--- src/design/rdc_pkg.sv ---
`default_nettype none
package rdc_pkg;

  localparam int VALUE_BITS = 64;
  localparam int MAX_DIGITS = 64;

  // input word: value in [63:0], radix in [71:64]
  localparam int IN_VALUE_W = 64;
  localparam int IN_RADIX_W = 8;
  localparam int IN_W       = IN_VALUE_W + IN_RADIX_W;
  localparam int CHAR_W     = 8;
  localparam int DIGIT_W    = 4;
  localparam int RADIX_W    = 5;

  localparam logic [IN_RADIX_W-1:0] RADIX_MIN = 8'd2;
  localparam logic [IN_RADIX_W-1:0] RADIX_MAX = 8'd16;

  // quotient bits retired per cycle of the divider
  localparam int STEP_BITS = 8;
  localparam int STEPS     = (VALUE_BITS + STEP_BITS - 1) / STEP_BITS;
  localparam int PAD_BITS  = STEPS * STEP_BITS;
  localparam int STEP_W    = (STEPS > 1) ? $clog2(STEPS) : 1;

  localparam int ADDR_W  = $clog2(MAX_DIGITS);
  localparam int COUNT_W = $clog2(MAX_DIGITS + 1);

  typedef struct packed {
    logic [VALUE_BITS-1:0] value;
    logic [RADIX_W-1:0]    radix;
    logic                  bad;
  } job_t;

  function automatic logic [CHAR_W-1:0] glyph(input logic [DIGIT_W-1:0] d);
    logic [CHAR_W-1:0] c;
    case (d)
      4'd0:    c = 8'h30;
      4'd1:    c = 8'h31;
      4'd2:    c = 8'h32;
      4'd3:    c = 8'h33;
      4'd4:    c = 8'h34;
      4'd5:    c = 8'h35;
      4'd6:    c = 8'h36;
      4'd7:    c = 8'h37;
      4'd8:    c = 8'h38;
      4'd9:    c = 8'h39;
      4'd10:   c = 8'h41;
      4'd11:   c = 8'h42;
      4'd12:   c = 8'h43;
      4'd13:   c = 8'h44;
      4'd14:   c = 8'h45;
      default: c = 8'h46;
    endcase
    return c;
  endfunction

endpackage
`default_nettype wire

--- src/design/radix_digit_converter_top.sv ---
`default_nettype none
// Flow: an item leaves the queue into the divider, which divides the value by the radix
//   once per digit (one radix step per digit, 8 quotient bits per cycle) and writes each
//   remainder to the digit store; the digits are then read back from the store, most
//   significant first, and each loads the output register. An out-of-range radix gives a
//   single error word.
// Queueing: the divider takes a new item only once it is done with the last; a two-word
//   input queue lets new items arrive while the divider works.
// Reset: rst is synchronous, active high; clears queue and control, not the digit store.
module radix_digit_converter_top
  import rdc_pkg::*;
(
  input  wire logic              clk,
  input  wire logic              rst,
  input  wire logic              s_tvalid,
  output logic                   s_tready,
  input  wire logic [IN_W-1:0]   s_tdata,   // value [63:0], radix [71:64]
  output logic                   m_tvalid,
  input  wire logic              m_tready,
  output logic      [CHAR_W-1:0] m_tdata,   // digit_char [7:0]
  output logic                   m_tlast,   // last_digit
  output logic                   m_tuser    // bad_radix
);

  logic job_valid;
  logic job_ready;
  job_t job;

  rdc_front u_front (
    .clk       (clk),
    .rst       (rst),
    .s_tvalid  (s_tvalid),
    .s_tready  (s_tready),
    .s_tdata   (s_tdata),
    .job_valid (job_valid),
    .job_ready (job_ready),
    .job       (job)
  );

  rdc_back u_back (
    .clk       (clk),
    .rst       (rst),
    .job_valid (job_valid),
    .job_ready (job_ready),
    .job       (job),
    .m_tvalid  (m_tvalid),
    .m_tready  (m_tready),
    .m_tdata   (m_tdata),
    .m_tlast   (m_tlast),
    .m_tuser   (m_tuser)
  );

endmodule
`default_nettype wire

--- src/design/rdc_ram.sv ---
`default_nettype none
module rdc_ram #(
  parameter int WIDTH = 4,
  parameter int DEPTH = 64
) (
  input  wire logic                     clk,
  input  wire logic                     we,
  input  wire logic [$clog2(DEPTH)-1:0] waddr,
  input  wire logic [WIDTH-1:0]         wdata,
  input  wire logic                     re,
  input  wire logic [$clog2(DEPTH)-1:0] raddr,
  output logic      [WIDTH-1:0]         rdata
);

  logic [WIDTH-1:0] mem [DEPTH];

  always_ff @(posedge clk) begin
    if (we) begin
      mem[waddr] <= wdata;
    end
    if (re) begin
      rdata <= mem[raddr];
    end
  end

endmodule
`default_nettype wire

--- src/design/rdc_front.sv ---
`default_nettype none
module rdc_front
  import rdc_pkg::*;
(
  input  wire logic            clk,
  input  wire logic            rst,
  input  wire logic            s_tvalid,
  output logic                 s_tready,
  input  wire logic [IN_W-1:0] s_tdata,   // value [63:0], radix [71:64]
  output logic                 job_valid,
  input  wire logic            job_ready,
  output job_t                 job
);

  // two-entry queue between classification and the divider
  job_t       slot [2];
  logic       wr_ptr;
  logic       rd_ptr;
  logic [1:0] fill;

  logic [IN_RADIX_W-1:0] radix_in;
  logic                  push;
  logic                  pop;
  job_t                  job_in;

  assign radix_in = s_tdata[IN_W-1:IN_VALUE_W];

  always_comb begin
    job_in.value = s_tdata[VALUE_BITS-1:0];
    job_in.radix = radix_in[RADIX_W-1:0];
    job_in.bad   = (radix_in < RADIX_MIN) || (radix_in > RADIX_MAX);
  end

  assign s_tready  = (fill != 2'd2);
  assign job_valid = (fill != 2'd0);
  assign job       = slot[rd_ptr];
  assign push      = s_tvalid && s_tready;
  assign pop       = job_valid && job_ready;

  always_ff @(posedge clk) begin
    if (push) begin
      slot[wr_ptr] <= job_in;
    end
  end

  always_ff @(posedge clk) begin
    if (rst) begin
      wr_ptr <= 1'b0;
      rd_ptr <= 1'b0;
      fill   <= 2'd0;
    end else begin
      if (push) begin
        wr_ptr <= ~wr_ptr;
      end
      if (pop) begin
        rd_ptr <= ~rd_ptr;
      end
      case ({push, pop})
        2'b10:   fill <= fill + 2'd1;
        2'b01:   fill <= fill - 2'd1;
        default: fill <= fill;
      endcase
    end
  end

endmodule
`default_nettype wire

--- src/design/rdc_back.sv ---
`default_nettype none
module rdc_back
  import rdc_pkg::*;
(
  input  wire logic              clk,
  input  wire logic              rst,
  input  wire logic              job_valid,
  output logic                   job_ready,
  input  job_t                   job,
  output logic                   m_tvalid,
  input  wire logic              m_tready,
  output logic      [CHAR_W-1:0] m_tdata,   // digit_char [7:0]
  output logic                   m_tlast,   // last_digit
  output logic                   m_tuser    // bad_radix
);

  localparam logic [2:0] ST_IDLE = 3'd0;
  localparam logic [2:0] ST_DIV  = 3'd1;
  localparam logic [2:0] ST_READ = 3'd2;
  localparam logic [2:0] ST_LOAD = 3'd3;
  localparam logic [2:0] ST_ERR  = 3'd4;

  logic [2:0]          state;
  logic [PAD_BITS-1:0] quotient_reg;
  logic [PAD_BITS-1:0] quotient_next;
  logic [RADIX_W-1:0]  radix_reg;
  logic [COUNT_W-1:0]  digit_count;
  logic [COUNT_W-1:0]  count_inc;
  logic [DIGIT_W-1:0]  rem;
  logic [STEP_W-1:0]   step;
  logic [ADDR_W-1:0]   rd_idx;

  logic [STEP_BITS-1:0] qbits;
  logic [RADIX_W-1:0]   r;
  logic [RADIX_W-1:0]   t;

  logic                ram_we;
  logic                ram_re;
  logic [DIGIT_W-1:0]  ram_q;
  logic                out_free;
  logic                last_step;
  logic                word_load;

  // restoring division, STEP_BITS quotient bits per cycle; remainder stays below 16
  always_comb begin
    r     = {1'b0, rem};
    t     = '0;
    qbits = '0;
    for (int i = 0; i < STEP_BITS; i++) begin
      t = {r[DIGIT_W-1:0], quotient_reg[PAD_BITS-1-i]};
      if (t >= radix_reg) begin
        t = t - radix_reg;
        qbits[STEP_BITS-1-i] = 1'b1;
      end
      r = t;
    end
  end

  generate
    if (STEPS > 1) begin : g_shift
      assign quotient_next = {quotient_reg[PAD_BITS-STEP_BITS-1:0], qbits};
    end else begin : g_single
      assign quotient_next = qbits;
    end
  endgenerate

  assign count_inc = digit_count + 1'b1;
  assign last_step = (step == STEP_W'(STEPS - 1));
  assign out_free  = !m_tvalid || m_tready;
  assign job_ready = (state == ST_IDLE);
  assign ram_we    = (state == ST_DIV) && last_step;
  assign ram_re    = (state == ST_READ);
  assign word_load = ((state == ST_LOAD) || (state == ST_ERR)) && out_free;

  rdc_ram #(
    .WIDTH (DIGIT_W),
    .DEPTH (MAX_DIGITS)
  ) u_store (
    .clk   (clk),
    .we    (ram_we),
    .waddr (digit_count[ADDR_W-1:0]),
    .wdata (r[DIGIT_W-1:0]),
    .re    (ram_re),
    .raddr (rd_idx),
    .rdata (ram_q)
  );

  always_ff @(posedge clk) begin
    if (rst) begin
      state        <= ST_IDLE;
      quotient_reg <= '0;
      radix_reg    <= '0;
      digit_count  <= '0;
      rem          <= '0;
      step         <= '0;
      rd_idx       <= '0;
      m_tvalid     <= 1'b0;
    end else begin
      if (word_load) begin
        m_tvalid <= 1'b1;
      end else if (m_tready) begin
        m_tvalid <= 1'b0;
      end
      case (state)
        ST_IDLE: begin
          if (job_valid) begin
            if (job.bad) begin
              quotient_reg <= '0;
              radix_reg    <= '0;
              digit_count  <= '0;
              state        <= ST_ERR;
            end else begin
              quotient_reg <= PAD_BITS'(job.value);
              radix_reg    <= job.radix;
              digit_count  <= '0;
              rem          <= '0;
              step         <= '0;
              state        <= ST_DIV;
            end
          end
        end
        ST_DIV: begin
          quotient_reg <= quotient_next;
          if (last_step) begin
            rem         <= '0;
            step        <= '0;
            digit_count <= count_inc;
            if ((quotient_next == '0) || (count_inc == COUNT_W'(MAX_DIGITS))) begin
              rd_idx <= digit_count[ADDR_W-1:0];
              state  <= ST_READ;
            end
          end else begin
            rem  <= r[DIGIT_W-1:0];
            step <= step + 1'b1;
          end
        end
        ST_READ: begin
          state <= ST_LOAD;
        end
        ST_LOAD: begin
          if (out_free) begin
            if (rd_idx == '0) begin
              state <= ST_IDLE;
            end else begin
              rd_idx <= rd_idx - 1'b1;
              state  <= ST_READ;
            end
          end
        end
        ST_ERR: begin
          if (out_free) begin
            state <= ST_IDLE;
          end
        end
        default: state <= ST_IDLE;
      endcase
    end
  end

  // output payload, loaded together with m_tvalid
  always_ff @(posedge clk) begin
    if ((state == ST_LOAD) && out_free) begin
      m_tdata <= glyph(ram_q);
      m_tlast <= (rd_idx == '0);
      m_tuser <= 1'b0;
    end else if ((state == ST_ERR) && out_free) begin
      m_tdata <= '0;
      m_tlast <= 1'b1;
      m_tuser <= 1'b1;
    end
  end

  a_div_radix: assert property (@(posedge clk) disable iff (rst)
    (state == ST_DIV) |-> (radix_reg >= RADIX_W'(2)) && (radix_reg <= RADIX_W'(16)))
    else $error("divider running with radix outside 2..16");

  a_err_word: assert property (@(posedge clk) disable iff (rst)
    (m_tvalid && m_tuser) |-> (m_tlast && (m_tdata == '0)))
    else $error("error word not a single zero word");

  a_count_cap: assert property (@(posedge clk) disable iff (rst)
    digit_count <= COUNT_W'(MAX_DIGITS))
    else $error("digit count beyond store depth");

  a_emit_idx: assert property (@(posedge clk) disable iff (rst)
    (state == ST_READ) |-> (COUNT_W'(rd_idx) < digit_count))
    else $error("digit read beyond digits written");

  a_busy_pop: assert property (@(posedge clk) disable iff (rst)
    (state != ST_IDLE) |-> !job_ready)
    else $error("queue popped while a job is in progress");

endmodule
`default_nettype wire
--- config.mk ---
export PLATFORM = sky130hd
export DESIGN_NAME = radix_digit_converter_top
export DESIGN_NICKNAME = d
export VERILOG_FILES = /design/src/design/rdc_pkg.sv /design/src/design/radix_digit_converter_top.sv /design/src/design/rdc_ram.sv /design/src/design/rdc_front.sv /design/src/design/rdc_back.sv
export SDC_FILE = /design/constraint.sdc
export NUM_CORES = 1
export LEC_CHECK = 0
export ABC_AREA = 0
export BUFFER_PORTS_ARGS = -buffer_cell sky130_fd_sc_hd__clkbuf_2
export CORE_UTILIZATION = 25
export CTS_CLUSTER_SIZE = 10
export DETAILED_ROUTE_END_ITERATION = 10
export PLACE_DENSITY = 0.46
export SLEW_MARGIN = 5
export SYNTH_ARGS = -nofsm -noshare
export SYNTH_HDL_FRONTEND = slang
export SYNTH_SLANG_ARGS = --single-unit
--- constraint.sdc ---
create_clock -name clk -period 34.7 [get_ports clk]
set_input_delay 1.735 -clock clk [delete_from_list [all_inputs] [get_ports clk]]
set_output_delay 1.735 -clock clk [all_outputs]
set_load 0.02 [all_outputs]
==> results.md, run 1 <==
* Setup_tns at 0 ns
* First-pass GRT wire length at 81.2 mm
* Post_cts resized at 0
* Total GRT Usage at 12.2%
* Max FFs per register at 256
* Area of the multi-input gates at 7010 µm²
* Cell repeated most along the worst path: ha_1
* Crit path launch type: flip-flop
* Wire per inst at 19.2 µm
* Synth cell types at 57
* Initial antenna violation count at 3
* R2R Path Start: u_back.radix_reg[1]$_SDFFE_PP0P_
* Vias in the first global route at 13300
* Drt initial violations at 835
* Core ar. at 85400 µm²
* Final wirelength at 52.7 mm
* Antenna diodes at 0
* Max Cap Viol at 0
* DRC errors left at 0
* Filler cell count at 8694
* Grt total ovfl at 0
* CTS Hold Bufs at 0
* Post-DRT Antenna Nets at 0
* Die area at 87700 µm²
* Buffer count from post-CTS setup fixing at 0
* Critical Path Slowest Stage Cell: o31ai_2
* Yosys reg bits at 506
* Post-synth EDFFs at 407
* # IOs at 88
* Clock-pin slew on the worst setup and hold paths at 0.06 ns
* Initial DRT Pass Iterations at 7
* Asr flop ratio synth at 0%
* Post-Syn Instances at 1488
* Final Max Slew Viols at 0
* Vert. Die Dim at 296 µm
* Hold Path Class: reg -> reg
* Vias at 12700
* Post-Syn Nets at 1620
* Vias per Instance at 4.60
* CTS buffer count at 59
* H-Tree Level Count at 2
* Slew HR at 21.0%
* Measured slew at the worst slew-check pin at 1.18 ns
* CTS tree: yes
* Final hold violation count at 0
* Endpoints failing setup at 0
* Routability cong. at 0.784
* Final HPWL DP at 34.3 mm
* Synth Flop Type: edfxtp_1
* Clock tree buffer depth at 3
* Crit Path Max Fanout at 64
* Die W at 296 µm
* Setup CP Type: reg -> reg
* Crit. End Element: flip-flop
* Mean Syn Cell Area at 14.5 µm²
* Crit path buf inv count at 6
* Root buffer cell: clkbuf_16
* Met2 usage at 20.7%
* Tcrit/Tclk final at 37.9%
* Synth warnings at 0
* Fmax achieved at 0.0760 GHz
* Critical path arrival at 13.48 ns
* Share of layout cells above drive strength 1 at 22.3%
* Initial Util at 25.3%
* CP required at 35.02 ns
* Port buffer count at 86
* Crit path from: u_back.radix_reg[1]$_SDFFE_PP0P_
* Grt met1 use at 15.4%
* Site row count at 107
* Pin count of the biggest net entering global routing at 72
* Top cell family by delay on the critical path: compound AO/OA/AOI/OAI gates
* Syn-to-layout area delta at 16.0%
* Status: complete, no violations
* Fin crit period at 13.16 ns
* Crit path largest cell delay at 0.84 ns
* Worst clock skew at 0.0188 ns
* Register area share after synthesis at 65.7%
* Busiest grt layer: met2
* CTS Sinks at 506
* Skew-Pair Late Insertion Delay at 0.62 ns
* RSZ-0062 raised after global routing: no
* GR Layer Usage met3 at 2.47%
* Register Area at 14200 µm²
* Worst Hold Launch: u_back.quotient_reg[45]$_SDFFE_PP0P_
* Fin nets at 1698
* Synthesized cell area at 21600 µm²
==> path summary, 6_finish.rpt <==
kind | to | cells past startpoint | slack, ns
setup reg to reg | u_back.u_store.mem[21][3]$_DFFE_PP_ | 45 | 21.54
hold / removal | u_back.quotient_reg[53]$_SDFFE_PP0P_ | 2 | 0.50
hold reg to reg | u_back.quotient_reg[53]$_SDFFE_PP0P_ | 2 | 0.50
setup / recovery | u_back.u_store.mem[21][3]$_DFFE_PP_ | 45 | 21.54
==> cells by family after synthesis <==
group	after synthesis	synth area share, %
DFF	506	65.7
and+or+nand+nor	414	8.37
AOI/OAI and AO/OA	188	5.69
muxes	181	13.7
buffers and inverters	122	2.18
adders and majority gates	56	3.52
xor gates and xnor gates	20	0.810
other	1	0.0173
==> cell type report <==
cell class	instances	share of cell area, %
Multi-Input combinational cell	860	27.9
Timing Repair Buffer	102	2.20
Inverter	37	0.554
Tap cell	1144	5.71
Clock inverter	6	0.379
Clock buffer	96	6.56
Sequential cell	506	56.7
==> worst min-delay path: cells and delay by family (launching register included) <==
| kind | cells | cell delay, ns |
|---|---|---|
| DFF | 1 | 0.32 |
| and+or+nand+nor | 1 | 0.06 |
| AOI/OAI and AO/OA | 1 | 0.07 |
==> routing by layer <==
layer | wire length, µm | part of all wire (%) | up-vias
met1 | 22300 | 42 | 6374
met5 | 41 | 0.078 | -
met3 | 2820 | 5.4 | 86
met2 | 26100 | 49 | 328
met4 | 1470 | 2.8 | 6
li1 | - | - | 5862
==> placed cells by master (no fill, tap or decap), types with 3 or more instances in the layout <==
master and count:
xor2_1 4, nand2_1 152, o21ai_1 8, clkbuf_2 85, nor2_1 128, a21o_1 15
ha_1 48, a222oi_1 8, nand2b_1 12, nor4_1 15, or3_1 4, clkbuf_8 3
fa_1 8, a21oi_1 38, clkbuf_1 34, buf_4 17, a31oi_1 69, nor3_1 10
a311oi_1 4, o21ai_0 14, edfxtp_1 407, inv_1 37, nand4_1 6, xnor2_1 16
dfxtp_1 96, nand3_1 65, nand3b_1 3, a22oi_1 6, mux2_2 84, o31ai_1 4
mux2i_1 12, mux4_2 84, o311ai_0 3, clkbuf_16 59
==> through the flow <==
stage | cell area, µm² | util (%) | worst slack, ns | std cells | hold WS, ns
final | 25100 | 29.4 | 21.54 | 2751 | 0.497
after global routing | 25100 | 29.4 | 20.50 | 2751 | 0.521
after CTS | 25100 | 29.4 | 21.34 | 2751 | 0.499
after detailed placement | 23300 | 27.3 | 21.43 | 2649 | 0.482
after global placement | 23300 | 27.3 | 21.92 | 2649 | 0.474
after floorplan | 21600 | - | 22.00 | 1488 | 0.457
==> cells in the mapped netlist, drive strengths merged, types with 10 or more instances <==
cell type / instances / share of area, %
a21oi: 39 / 0.90
dfxtp: 99 / 9.2
nand2b: 12 / 0.35
xnor2: 16 / 0.65
ha: 48 / 2.8
mux4: 84 / 8.7
o21ai: 23 / 0.53
a31oi: 69 / 2.0
nor2: 130 / 2.3
a21o: 15 / 0.52
mux2: 84 / 4.4
clkbuf: 64 / 1.1
edfxtp: 407 / 57
nand2: 153 / 2.7
nor4: 15 / 0.43
nor3: 10 / 0.23
mux2i: 13 / 0.60
nand3: 65 / 1.5
inv: 37 / 0.64
buf: 21 / 0.43
Power of run 1 is not shown: default switching activity piles up to over one toggle a cycle in this logic, so the estimate is an artifact.
==> run 2: changes to the inputs <==
==> constraint.sdc (replaced) <==
create_clock -name clk -period 12.7 [get_ports clk]
set_input_delay 0.635 -clock clk [delete_from_list [all_inputs] [get_ports clk]]
set_output_delay 0.635 -clock clk [all_outputs]
set_load 0.02 [all_outputs]
==> run 2 against run 1 <==
Clock skew rose by 0.039 ns. Setup slack got worse by 21 ns. Maximum frequency increased by 12%. Final area rose by 0.60%. Critical path depth grew 4. Global-route usage shrank 0.12 points. Sequential share of layout area shrank 0.34 points. Worst hold slack got worse by 0.30 ns. Cell count grew 0.55%.
==> results.md, run 2 (synthesized netlist as in run 1, its figures left out) <==
* Status: complete, no violations
* Port buffer count at 86 (unchanged)
* Die W at 296 µm (unchanged)
* Share of layout cells above drive strength 1 at 22.7% (+0.41 points)
* RSZ-0062 raised after global routing: no
* First-pass GRT wire length at 80.5 mm (-0.80%)
* Endpoints failing setup at 0 (unchanged)
* Max FFs per register at 256 (unchanged)
* R2R Path Start: u_back.radix_reg[1]$_SDFFE_PP0P_
* CTS Sinks at 506 (unchanged)
* Clock-pin slew on the worst setup and hold paths at 0.07 ns (about the same)
* Skew-Pair Late Insertion Delay at 0.64 ns (+0.02 ns)
* Fin nets at 1706 (+0.47%)
* Pin count of the biggest net entering global routing at 72 (unchanged)
* Vias in the first global route at 13100 (-1.5%)
* Slew HR at 28.0% (+7.0 points)
* Worst clock skew at 0.0583 ns (+0.0395 ns)
* Total GRT Usage at 12.1% (-0.12 points)
* Critical Path Slowest Stage Cell: o21ai_1
* Final hold violation count at 0 (unchanged)
* Reg2reg end: u_back.rd_idx[5]$_SDFFE_PP0P_
* Post-DRT Antenna Nets at 0 (unchanged)
* Vias at 12600 (-0.17%)
* Measured slew at the worst slew-check pin at 1.08 ns (-0.108 ns)
* Root buffer cell: clkbuf_16
* CTS Hold Bufs at 0 (unchanged)
* Most frequent cells in the layout: 407 x edfxtp_1, 152 x nand2_1, 128 x nor2_1
* Fin crit period at 11.78 ns (-1.38 ns)
* Routability cong. at 0.787 (+0.40%)
* Fmax achieved at 0.0849 GHz (+12%)
* Wire per inst at 19.3 µm (+0.68%)
* Most common cell after layout, fill and taps aside: edfxtp_1
* # IOs at 88 (unchanged)
* Crit path launch type: flip-flop
* Hold Path Class: in -> reg
* CTS buffer count at 58 (-1.7%)
* Crit path from: u_back.radix_reg[1]$_SDFFE_PP0P_
* Clock tree buffer depth at 3 (unchanged)
* Syn-to-layout area delta at 16.7%
* CP required at 13.17 ns (-21.85 ns)
* Initial Util at 25.3% (unchanged)
* Worst reg2reg path depth at 49 (+8.9%)
* Crit Path Max Fanout at 9 (-86%)
* Critical path arrival at 12.25 ns (-1.23 ns)
* H-Tree Level Count at 2 (unchanged)
* Crit. End Element: flip-flop
* Tcrit/Tclk final at 92.7% (+55 points)
* Final Max Slew Viols at 0 (unchanged)
* Drt initial violations at 768 (-8.0%)
* Crit path buf inv count at 7 (+1)
* Vias per Instance at 4.57 (-0.71%)
* Antenna diodes at 0 (unchanged)
* Core ar. at 85400 µm² (unchanged)
* Site row count at 107 (unchanged)
* R2R setup slack at 0.92 ns (-20.62 ns)
* Initial DRT Pass Iterations at 5 (-2)
* Crit path largest cell delay at 0.49 ns (-0.35 ns)
* Max Cap Viol at 0 (unchanged)
* CTS tree: yes
* Final wirelength at 53.4 mm (+1.2%)
* Hold Path End: u_front.slot[1][61]$_DFFE_PP_
* Cell repeated most along the worst path: ha_1
* Final HPWL DP at 34.4 mm (+0.32%)
* Worst Hold Launch: s_tdata[55]
* Worst hold stages at 1 (-1)
* Die area at 87700 µm² (unchanged)
* Setup_tns at 0 ns (unchanged)
* DRC errors left at 0 (unchanged)
* Initial antenna violation count at 1 (-2)
* Setup CP Type: reg -> reg
* Top cell family by delay on the critical path: compound AO/OA/AOI/OAI gates
* Vert. Die Dim at 296 µm (unchanged)
* Grt total ovfl at 0 (unchanged)
==> run 2: per-layer routing <==
metal | GRT usage (%) | wire length, µm | vias to the layer above
met1 | 15.8 | 23300 | 6360
li1 | - | - | 5882
met4 | 3.34 | 1240 | 2
met2 | 20.3 | 26100 | 311
met3 | 2.15 | 2700 | 80
met5 | 0 | 11 | -
==> run 2: worst reg2reg max path, delay by kind of cell (launching register included) <==
family | cells | cell delay, ns
adders and majority gates | 8 | 1.83
DFF | 1 | 0.31
AOI/OAI and AO/OA | 26 | 5.41
and+or+nand+nor | 1 | 0.42
muxes | 7 | 2.81
buffers and inverters | 7 | 0.89
==> run 2: timing repair <==
item	4_1_cts	5_1_grt
setup buffers	0	3
resized for setup	0	4
setup endpoints to repair	0	267
==> run 2: through the flow <==
stage / setup WS, ns / hold WS, ns / util (%) / area [µm²] / std cells
global route: 0.110 / 0.162 / 29.5 / 25200 / 2766
global placement: 0.683 / 0.471 / 27.4 / 23400 / 2654
finish: 0.922 / 0.192 / 29.5 / 25200 / 2766
CTS: 0.398 / 0.151 / 29.5 / 25200 / 2762
detailed placement: 0.366 / 0.485 / 27.4 / 23400 / 2654
floorplan: 0.000703 / 0.457 / - / 21600 / 1488
==> run 2: cell type report <==
type | count | area [µm²]
clock buffers | 102 | 1640
clock inverters | 6 | 131
fillers | 8676 | 60200
inverters | 37 | 139
multi-input cells | 861 | 7040
flip-flops and latches | 506 | 14200
well taps | 1144 | 1430
repair buffers | 110 | 651
==> run 2: worst max-delay path by stage <==
stage          cells after the start  slack, ns                                   to
2_1_floorplan                     43     0.0007   u_back.u_store.mem[0][3]$_DFFE_PP_
3_3_place_gp                      47       0.68  u_back.u_store.mem[36][3]$_DFFE_PP_
3_5_place_dp                      47       0.37  u_back.u_store.mem[37][3]$_DFFE_PP_
4_1_cts                           46       0.40   u_back.u_store.mem[4][2]$_DFFE_PP_
5_1_grt                           48       0.11         u_back.state[2]$_SDFFE_PP0P_
6_report                          49       0.92        u_back.rd_idx[5]$_SDFFE_PP0P_
Power of run 2 is left out for the same reason.
